==> config.mk <==
export PLATFORM = sky130hd
export DESIGN_NAME = key_press_state_classifier
export DESIGN_NICKNAME = d
export VERILOG_FILES = /design/src/hw/rtl/kpsc_pkg.sv /design/src/hw/rtl/key_press_state_classifier.sv
export SDC_FILE = /design/constraint.sdc
export NUM_CORES = 1
export LEC_CHECK = 0
export ABC_CLOCK_PERIOD_IN_PS = 11000
export BUFFER_PORTS_ARGS = -buffer_cell sky130_fd_sc_hd__buf_2
export CORE_MARGIN = 1.5
export CORE_UTILIZATION = 60
export DETAILED_ROUTE_END_ITERATION = 12
export GPL_TIMING_DRIVEN = 0
export MAX_ROUTING_LAYER = met4
export PLACE_DENSITY = 0.9
export SYNTH_ARGS = -nofsm -noshare
export SYNTH_HDL_FRONTEND = slang
export SYNTH_SLANG_ARGS = --single-unit
==> constraint.sdc <==
create_clock -name aclk -period 11 [get_ports aclk]
set_clock_uncertainty 0.2 [all_clocks]
set_input_delay 1.1 -clock aclk [delete_from_list [all_inputs] [get_ports aclk]]
set_output_delay 1.1 -clock aclk [all_outputs]
set_load 0.02 [all_outputs]
==> src/hw/rtl/kpsc_pkg.sv <==
package kpsc_pkg;

    localparam int COUNT_WIDTH_DEF = 16;
    localparam int CFG_WIDTH       = 15;
    localparam int CFG_INDEX_W     = 1;
    localparam int STATE_CODE_W    = 3;

    localparam logic [CFG_WIDTH-1:0] DEBOUNCE_RESET   = CFG_WIDTH'(3);
    localparam logic [CFG_WIDTH-1:0] LONG_PRESS_RESET = CFG_WIDTH'(100);

    // register indexes
    localparam logic [CFG_INDEX_W-1:0] REG_DEBOUNCE   = 1'b0;
    localparam logic [CFG_INDEX_W-1:0] REG_LONG_PRESS = 1'b1;

    // reported key state codes
    localparam logic [STATE_CODE_W-1:0] CODE_UP       = 3'd0;
    localparam logic [STATE_CODE_W-1:0] CODE_RELEASED = 3'd1;
    localparam logic [STATE_CODE_W-1:0] CODE_PRESSED  = 3'd2;
    localparam logic [STATE_CODE_W-1:0] CODE_SHORT    = 3'd3;
    localparam logic [STATE_CODE_W-1:0] CODE_LONG     = 3'd4;

    typedef enum logic [4:0] {
        ST_UP       = 5'b00001,
        ST_RELEASED = 5'b00010,
        ST_PRESSED  = 5'b00100,
        ST_SHORT    = 5'b01000,
        ST_LONG     = 5'b10000
    } press_state_t;

    function automatic logic [STATE_CODE_W-1:0] state_code(input press_state_t st);
        logic [STATE_CODE_W-1:0] code;
        case (st)
            ST_UP:       code = CODE_UP;
            ST_RELEASED: code = CODE_RELEASED;
            ST_PRESSED:  code = CODE_PRESSED;
            ST_SHORT:    code = CODE_SHORT;
            ST_LONG:     code = CODE_LONG;
            default:     code = CODE_UP;
        endcase
        return code;
    endfunction

endpackage

==> src/hw/rtl/key_press_state_classifier.sv <==
// Channel  | Handshake          | Payload
// ---------+--------------------+----------------------------------------
// s_       | s_tvalid/s_tready  | s_tdata[0] key_level, [7:1] zero
// m_       | m_tvalid/m_tready  | m_tdata[2:0] key_state, [7:3] zero
// cfg_     | cfg_we             | cfg_index, cfg_wdata (15 bits)
//
// One key sample per cycle while the output register is empty or being drained:
// the classifier state and the state code both register at the end of the accept cycle.
// A new request is taken whenever the output register is empty or being drained.
// aresetn (synchronous) clears the counter, the level and the state to steady up,
// and loads debounce 3 and long press 100.
module key_press_state_classifier #(
    parameter int COUNT_WIDTH = kpsc_pkg::COUNT_WIDTH_DEF
) (
    input  logic                             aclk,
    input  logic                             aresetn,
    input  logic                             s_tvalid,
    output logic                             s_tready,
    input  logic [7:0]                       s_tdata,   // [0] key_level
    output logic                             m_tvalid,
    input  logic                             m_tready,
    output logic [7:0]                       m_tdata,   // [2:0] key_state
    input  logic                             cfg_we,
    input  logic [kpsc_pkg::CFG_INDEX_W-1:0] cfg_index,
    input  logic [kpsc_pkg::CFG_WIDTH-1:0]   cfg_wdata
);

    // compare width covers both the counter and debounce + 1
    localparam int CMP_W = ((COUNT_WIDTH > kpsc_pkg::CFG_WIDTH + 1) ?
                            COUNT_WIDTH : kpsc_pkg::CFG_WIDTH + 1) + 1;

    logic [kpsc_pkg::CFG_WIDTH-1:0] deb_reg;
    logic [kpsc_pkg::CFG_WIDTH-1:0] lng_reg;

    logic                           level_reg, level_next;
    logic [COUNT_WIDTH-1:0]         count_reg, count_next;
    kpsc_pkg::press_state_t         state_reg, state_next;
    logic                           m_valid_reg, m_valid_next;
    logic [kpsc_pkg::STATE_CODE_W-1:0] code_reg, code_next;

    logic                           accept;
    logic                           level_in;
    logic [COUNT_WIDTH-1:0]         count_base;
    logic [COUNT_WIDTH-1:0]         count_inc;
    logic [CMP_W-1:0]               count_ext;
    logic [CMP_W-1:0]               deb_ext;
    logic [CMP_W-1:0]               deb1_ext;
    logic [CMP_W-1:0]               lng_ext;
    logic                           at_deb;
    logic                           past_deb;
    logic                           at_lng;

    assign s_tready = !m_valid_reg || m_tready;
    assign accept   = s_tvalid && s_tready;
    assign level_in = s_tdata[0];

    // level change restarts the count; saturate at all ones
    assign count_base = (level_in != level_reg) ? '0 : count_reg;
    assign count_inc  = (&count_base) ? count_base : count_base + COUNT_WIDTH'(1);

    assign count_ext = CMP_W'(count_inc);
    assign deb_ext   = CMP_W'(deb_reg);
    assign deb1_ext  = CMP_W'(deb_reg) + CMP_W'(1);
    assign lng_ext   = CMP_W'(lng_reg);
    assign at_deb    = count_ext >= deb_ext;
    assign past_deb  = count_ext >= deb1_ext;
    assign at_lng    = count_ext >= lng_ext;

    always_comb begin
        level_next = level_reg;
        count_next = count_reg;
        state_next = state_reg;
        if (accept) begin
            level_next = level_in;
            if (!level_in) begin
                if (state_reg != kpsc_pkg::ST_UP) begin
                    count_next = count_inc;
                    if (past_deb) begin
                        state_next = kpsc_pkg::ST_UP;
                    end else if (at_deb) begin
                        state_next = kpsc_pkg::ST_RELEASED;
                    end
                end else begin
                    count_next = '0;
                end
            end else begin
                if (state_reg != kpsc_pkg::ST_LONG) begin
                    count_next = count_inc;
                    if (past_deb && at_lng) begin
                        state_next = kpsc_pkg::ST_LONG;
                    end else if (past_deb) begin
                        state_next = kpsc_pkg::ST_SHORT;
                    end else if (at_deb) begin
                        state_next = kpsc_pkg::ST_PRESSED;
                    end
                end else begin
                    count_next = '0;
                end
            end
        end
    end

    always_comb begin
        m_valid_next = m_valid_reg;
        code_next    = code_reg;
        if (accept) begin
            m_valid_next = 1'b1;
            code_next    = kpsc_pkg::state_code(state_next);
        end else if (m_tready) begin
            m_valid_next = 1'b0;
        end
    end

    always_ff @(posedge aclk) begin
        if (!aresetn) begin
            deb_reg     <= kpsc_pkg::DEBOUNCE_RESET;
            lng_reg     <= kpsc_pkg::LONG_PRESS_RESET;
            level_reg   <= 1'b0;
            count_reg   <= '0;
            state_reg   <= kpsc_pkg::ST_UP;
            m_valid_reg <= 1'b0;
        end else begin
            if (cfg_we) begin
                case (cfg_index)
                    kpsc_pkg::REG_DEBOUNCE:   deb_reg <= cfg_wdata;
                    kpsc_pkg::REG_LONG_PRESS: lng_reg <= cfg_wdata;
                    default: ;
                endcase
            end
            level_reg   <= level_next;
            count_reg   <= count_next;
            state_reg   <= state_next;
            m_valid_reg <= m_valid_next;
        end
    end

    always_ff @(posedge aclk) begin
        code_reg <= code_next;
    end

    assign m_tvalid = m_valid_reg;
    assign m_tdata  = {{(8 - kpsc_pkg::STATE_CODE_W){1'b0}}, code_reg};

    // an accepted request always leaves a result behind
    a_result_follows: assert property (@(posedge aclk) disable iff (!aresetn)
        accept |=> m_valid_reg)
        else $error("accepted request produced no result");

    // released samples never leave steady up
    a_up_holds: assert property (@(posedge aclk) disable iff (!aresetn)
        (accept && !level_in && state_reg == kpsc_pkg::ST_UP)
        |=> (state_reg == kpsc_pkg::ST_UP && count_reg == '0))
        else $error("steady up left on a released sample");

    // long down is only left by a release
    a_long_holds: assert property (@(posedge aclk) disable iff (!aresetn)
        (accept && level_in && state_reg == kpsc_pkg::ST_LONG)
        |=> (state_reg == kpsc_pkg::ST_LONG && count_reg == '0))
        else $error("long down left while pressed");

endmodule

# Word-level counts from Yosys, hierarchy flattened
# Index checks and enable logic that the tools add are counted.
# word_totals
mem_count	0
rom_bits	0
latch_bits	0
register_bits	56
input_bits	29
ramBits	0
# classes
n_div	0
addsub	2
shifts	0
bitwise	1
n_eq_ne	7
magnitude_cmp	3
n_mul	0
reduce_logical	8
muxes	17
# ops
operator	count
16-bit two-way mux	5
5-bit two-way mux	9
16-bit by 15-bit greater-or-equal comparator with 1-bit output	2
15-bit by 1-bit adder with 16-bit output, second input constant	1
16-bit by 1-bit adder with 16-bit output, second input constant	1
16-bit greater-or-equal comparator	1
16-bit AND reduction	1
3-bit one-hot mux with 4 select lines	1
5-bit by 2-bit equality test with 1-bit output, second input constant	1
5-bit by 3-bit equality test with 1-bit output, second input constant	1
5-bit by 4-bit equality test with 1-bit output, second input constant	1
5-bit equality test, second input constant	1
5-bit by 1-bit inequality test with 1-bit output, second input constant	1
5-bit inequality test, second input constant	1
2-bit AND reduction	2
1-bit logical AND	2
1-bit two-way mux	2
2-bit nonzero test	1
1-bit logical NOT	1
1-bit logical OR	1
1-bit inequality test	1
1-bit NOT	1

# Longest topological paths before layout
# depth
ltp_word	13
ltp_mapped	22

# Least setup slack after synthesis
# Ideal clock, no wire load.
# synth_timing
kind	in2reg
start	input s_tdata[0]
end	register code_reg[1] (netlist bit), data pin
t_arrival_ns	4.904
required_time_ns	10.541
path_slack_ns	5.637
cell_stages	21
cell_sequence	buf_6 xnor2_4 and2_2 ha_1 and2_1 and2b_2 nand4_1 buf_4 nand3_1 xor2_1 nor2_1 ha_1 a21oi_1 nor2b_1 a2111oi_0 nand2_1 a41o_1 a211o_2 o2bb2ai_4 xor2_1 nor4b_2
# synth_between
elab_chain_cells	13
word_cells_on_any_way	23
cone_classes	add/sub: 1; order compare: 3; eq/ne: 5; mux: 12; reduce/logical: 2
# synth_rtl
item	line	source
start, declared	key_press_state_classifier.sv:19	input logic [7:0] s_tdata,
1-bit inequality test	key_press_state_classifier.sv:58	assign count_base = (level_in != level_reg) ? '0 : count_reg;
16-bit two-way mux	key_press_state_classifier.sv:58	
16-bit by 1-bit adder with 16-bit output or 16-bit AND reduction (tied branches)	key_press_state_classifier.sv:59	assign count_inc = (&count_base) ? count_base : count_base + COUNT_WIDTH'(1);
16-bit two-way mux	key_press_state_classifier.sv:59	
16-bit by 15-bit greater-or-equal comparator with 1-bit output	key_press_state_classifier.sv:65	assign at_deb = count_ext >= deb_ext;
5-bit two-way mux	key_press_state_classifier.sv:93	end else if (at_deb) begin
5-bit two-way mux	key_press_state_classifier.sv:91	end else if (past_deb) begin
5-bit two-way mux	key_press_state_classifier.sv:89	if (past_deb && at_lng) begin
5-bit two-way mux	key_press_state_classifier.sv:87	if (state_reg != kpsc_pkg::ST_LONG) begin
5-bit two-way mux *	key_press_state_classifier.sv:75	if (!level_in) begin
5-bit two-way mux *	key_press_state_classifier.sv:73	if (accept) begin
5-bit equality test (tied with other cells)	kpsc_pkg.sv:32	case (st)
3-bit one-hot mux with 4 select lines *	kpsc_pkg.sv:32	
end signal, assigned	key_press_state_classifier.sv:138	code_reg <= code_next;
end, declared	key_press_state_classifier.sv:39	logic [kpsc_pkg::STATE_CODE_W-1:0] code_reg, code_next;
# Every way passes the cells marked *; elsewhere a longest branch is shown, timed or not.
# A chain may end at the register's enable or synchronous reset.

# Final worst setup path
# Ends and elaborated chain as after synthesis.

==> results.txt <==
----------------------------------------------------
[Finish]
  Commonest cells after routing, fill and taps aside ... 84 x sky130_fd_sc_hd__nand2_1, 53 x sky130_fd_sc_hd__dfxtp_1, 48 x sky130_fd_sc_hd__ha_1
  Fraction of final layout cells with drive strength greater than 1 ... 11.2%
  Post-layout utilization of the core ... 68.1%
  Number of flip-flops under the largest register name ... 16
  # fillers ... 531
  Antenna diode count ... 0
  Final net count ... 603
  Most frequent standard cell in the layout excluding fill and tap cells ... sky130_fd_sc_hd__nand2_1
  Area added between synthesis and finish ... 7.99%

[Placement]
  Detailed Place HPWL ... 7.43 mm
  Port Buf Inserts ... 24
  Weighted congestion at the end of routability-driven global placement ... 0.956
  Worst setup slack before clock tree synthesis ... 4.72 ns

[CTS]
  Clock insertion delay at the later pin of the skew report ... 0.31 ns
  Count of hold buffers inserted by post-cts repair ... 0
  Clock-pin transition on the worst setup and hold timing paths ... 0.10 ns
  Clock H-tree levels ... 2
  Count of clock tree sinks ... 56
  Buffer levels on the longest clock path ... 2
  Number of gates resized after CTS ... 0
  Number of buffers created by CTS ... 5
  CTS tree ... built
  Root buffer selected by CTS ... sky130_fd_sc_hd__clkbuf_8
  Setup Fix Bufs, Post-CTS ... 0

[Yosys]
  Top cells by area in the synthesized netlist ... sky130_fd_sc_hd__dfxtp_1 26%, sky130_fd_sc_hd__ha_1 15%, sky130_fd_sc_hd__nand2_1 7.7%, sky130_fd_sc_hd__a21boi_0 5.2%, sky130_fd_sc_hd__xnor2_1 3.7%
  Mean area per synthesized cell ... 8.29 sq um
  Flip-flop cell with the highest count after synthesis ... sky130_fd_sc_hd__dfxtp_1
  Cell type with the highest aggregate area in the netlist ... sky130_fd_sc_hd__dfxtp_1
  Yosys top cell area share ... 26.1%
  Netlist Area Pre-Place ... 4070 sq um
  Sequential area share after synthesis ... 28.3%
  Number of enable flip-flop cells after synthesis ... 3
  Total of flip-flops plus latches after synthesis ... 56
  Synthesis warning total ... 0
  FFs w/ async S/R, synth ... 0%
  Number of instances in the synthesized netlist ... 491
  Count of cell types in the netlist ... 60

[Setup path]
  Crit path to ... code_reg[1]$_DFFE_PP_
  Kind of critical path ... primary input to flop
  CP arrival ... 5.95 ns
  Critical Path Fanout Max ... 10
  Sort of element at the start of the critical path ... primary input
  Launch point of the worst reg-to-reg path ... level_reg$_SDFFE_PN0P_
  Depth of the most critical reg-to-reg path ... 20
  Critical R2R Capture ... code_reg[1]$_DFFE_PP_
  R2R Setup Slk ... 5.40 ns
  Kind of capture point of the worst setup path ... flop
  Start point of the critical path ... s_tdata[0]
  Required time at the endpoint of the critical path ... 10.88 ns

[Floorplanning]
  Top-level port count ... 39
  DIE AREA ... 7290 sq um
  Std cell rows ... 29
  X dimension of the die ... 85.4 microns
  Effective utilization at floorplan ... 63.0%
  Die Height ... 85.4 microns
  Core region area ... 6460 sq um

[Timing]
  Final-report hold violation count ... 0
  RSZ-0062 raised after global routing ... no
  Worst-case hold slack ... 0.272 ns
  Upper clock frequency limit ... 165 MHz
  Relative max-transition margin ... 45.3%
  Max-slew violations ... 0
  Setup TNS Final ... 0 ns
  Final setup fails ... 0
  Post-route clock period utilization ... 55.2%
  Final worst setup slack ... 4.93 ns
  Min Clock Period, post-route ... 6.07 ns
  Least-Margin Pin Slew ... 0.800 ns

[Status]
  Failing checks ... DRC
  Run status ... finished, violations left

[Detailed routing]
  DRC errors left ... 3
  Final antenna-violating net count ... 0
  Via-per-instance ratio ... 5.95
  Overall routed net length ... 9.40 mm
  DR iter-0 viols ... 249
  Detailed-router iteration count before antenna repair ... 9
  Routed length per placed instance ... 15.6 microns
  Total number of vias ... 3591

[Pwr]
  Fraction of power consumed by sequential logic ... 52.0%
  Fraction of power consumed by the clock network ... 28.1%
  Power Dens Cells ... 96.0 nW/um^2
  Internal power contribution ... 297 uW
  Part of the total power dissipated in combinational logic ... 20.0%
  Final Power ... 422 uW
  Switching component of the power ... 125 uW
  Switching Share ... 29.7%
  Maximum vdd ir drop ... 84.2 uV
  Pleak ... 1.82 nW

[GRT]
  Wire length of the first global-routing pass ... 15.6 mm
  Maximum number of pins on one net before global-route repair ... 17
  Overall track demand over capacity in global routing ... 27.6%
  Antenna violations before repair ... 0
  Global-route congestion overflow total ... 0
  Vias in the first global route ... 3498

[Hold path]
  Startpoint of the tightest hold check path ... lng_reg[3]$_SDFFE_PN0P_
  Min-Delay Path Class ... flop to flop

[Flow run]
  Max-Cap Viols ... 0

----------------------------------------------------
[cell usage after synthesis, types with 5 or more instances]
cell and number:
sky130_fd_sc_hd__clkbuf_1 17, sky130_fd_sc_hd__nand4_1 13, sky130_fd_sc_hd__a21boi_0 28, sky130_fd_sc_hd__nor3_1 5, sky130_fd_sc_hd__o211ai_1 5, sky130_fd_sc_hd__nor2b_1 17
sky130_fd_sc_hd__dfxtp_1 53, sky130_fd_sc_hd__nand3_1 17, sky130_fd_sc_hd__nand2b_1 7, sky130_fd_sc_hd__inv_1 34, sky130_fd_sc_hd__buf_4 6, sky130_fd_sc_hd__o21ai_0 13
sky130_fd_sc_hd__nor2_1 20, sky130_fd_sc_hd__a21oi_1 14, sky130_fd_sc_hd__xnor2_1 17, sky130_fd_sc_hd__and2_1 5, sky130_fd_sc_hd__ha_1 48, sky130_fd_sc_hd__nand2_1 84
sky130_fd_sc_hd__and3_1 7, sky130_fd_sc_hd__a22oi_1 14, sky130_fd_sc_hd__xor2_1 13
[kinds of logic (layout without fill, tap and decap cells)]
family	after synthesis	after routing	share of synthesized area [%]
AO/OA/AOI/OAI	105	105	19.5
other	1	5	0.0921
adder cells (fa/ha/maj)	48	48	14.8
buffers and inverters	58	90	6.08
XOR/XNOR	31	31	7.13
AND/OR/NAND/NOR	189	189	23.3
multiplexers	3	3	0.799
flip-flops	56	56	28.3
[final cells by class]
type	count	area [sq um]	area share, %
sequential	56	1150	26.2
clock buffer	7	86.3	1.96
multi-input combinational	381	2690	61.1
timing repair buffer	24	120	2.73
tap	77	96.3	2.19
buffer	24	120	2.73
inverter	34	128	2.90
clock inverter	1	7.51	0.171
[routing by layer]
metal | global-route usage, % | wire length (microns) | up-vias
li1 | - | - | 1775
met1 | 32.9 | 4050 | 1664
met2 | 47.3 | 4560 | 127
met3 | 4.38 | 532 | 25
met4 | 9.82 | 262 | 0
met5 | - | 0 | -
[worst min-delay path by stage]
| stage | endpoint | slack, ns | cells past startpoint |
|---|---|---|---|
| floorplan | deb_reg[12]$_SDFFE_PN0P_ | 0.24 | 2 |
| global placement | lng_reg[7]$_SDFFE_PN0P_ | 0.25 | 2 |
| detailed placement | lng_reg[3]$_SDFFE_PN0P_ | 0.26 | 2 |
| CTS | lng_reg[12]$_SDFFE_PN0P_ | 0.27 | 2 |
| global route | lng_reg[12]$_SDFFE_PN0P_ | 0.29 | 2 |
| finish | lng_reg[3]$_SDFFE_PN0P_ | 0.27 | 2 |
[critical path: stages]
cell                        delay (ns)
sky130_fd_sc_hd__buf_6            0.13
sky130_fd_sc_hd__xnor2_4          0.30
sky130_fd_sc_hd__and2_2           0.23
sky130_fd_sc_hd__ha_1             0.23
sky130_fd_sc_hd__and2_1           0.21
sky130_fd_sc_hd__and2b_2          0.20
sky130_fd_sc_hd__nand4_1          0.23
sky130_fd_sc_hd__buf_4            0.27
sky130_fd_sc_hd__nand4_1          0.13
sky130_fd_sc_hd__xor2_1           0.27
sky130_fd_sc_hd__nor2_1           0.16
sky130_fd_sc_hd__ha_1             0.33
sky130_fd_sc_hd__a2111oi_0        0.68
sky130_fd_sc_hd__o21ai_0          0.22
sky130_fd_sc_hd__a21oi_1          0.17
sky130_fd_sc_hd__o41ai_1          0.14
sky130_fd_sc_hd__a21o_4           0.26
sky130_fd_sc_hd__a31o_1           0.21
sky130_fd_sc_hd__a21oi_2          0.22
sky130_fd_sc_hd__xor2_1           0.20
sky130_fd_sc_hd__nor4b_2          0.06
[stage by stage]
step / cells / cell area [sq um]
4_1_cts: 604 / 4400
2_1_floorplan: 495 / 4090
3_5_place_dp: 596 / 4300
6_report: 604 / 4400
3_3_place_gp: 596 / 4300
5_1_grt: 604 / 4400
[power groups by stage]
| stage | registers, mW | logic, mW | clock network (mW) |
|---|---|---|---|
| floorplan | 0.223 | 0.0606 | 0 |
| global placement | 0.223 | 0.0797 | 0 |
| detailed placement | 0.224 | 0.0827 | 0 |
| CTS | 0.219 | 0.0834 | 0.119 |
| global route | 0.220 | 0.0923 | 0.128 |
| finish | 0.219 | 0.0843 | 0.118 |
Power figures use the tool's default switching activity.
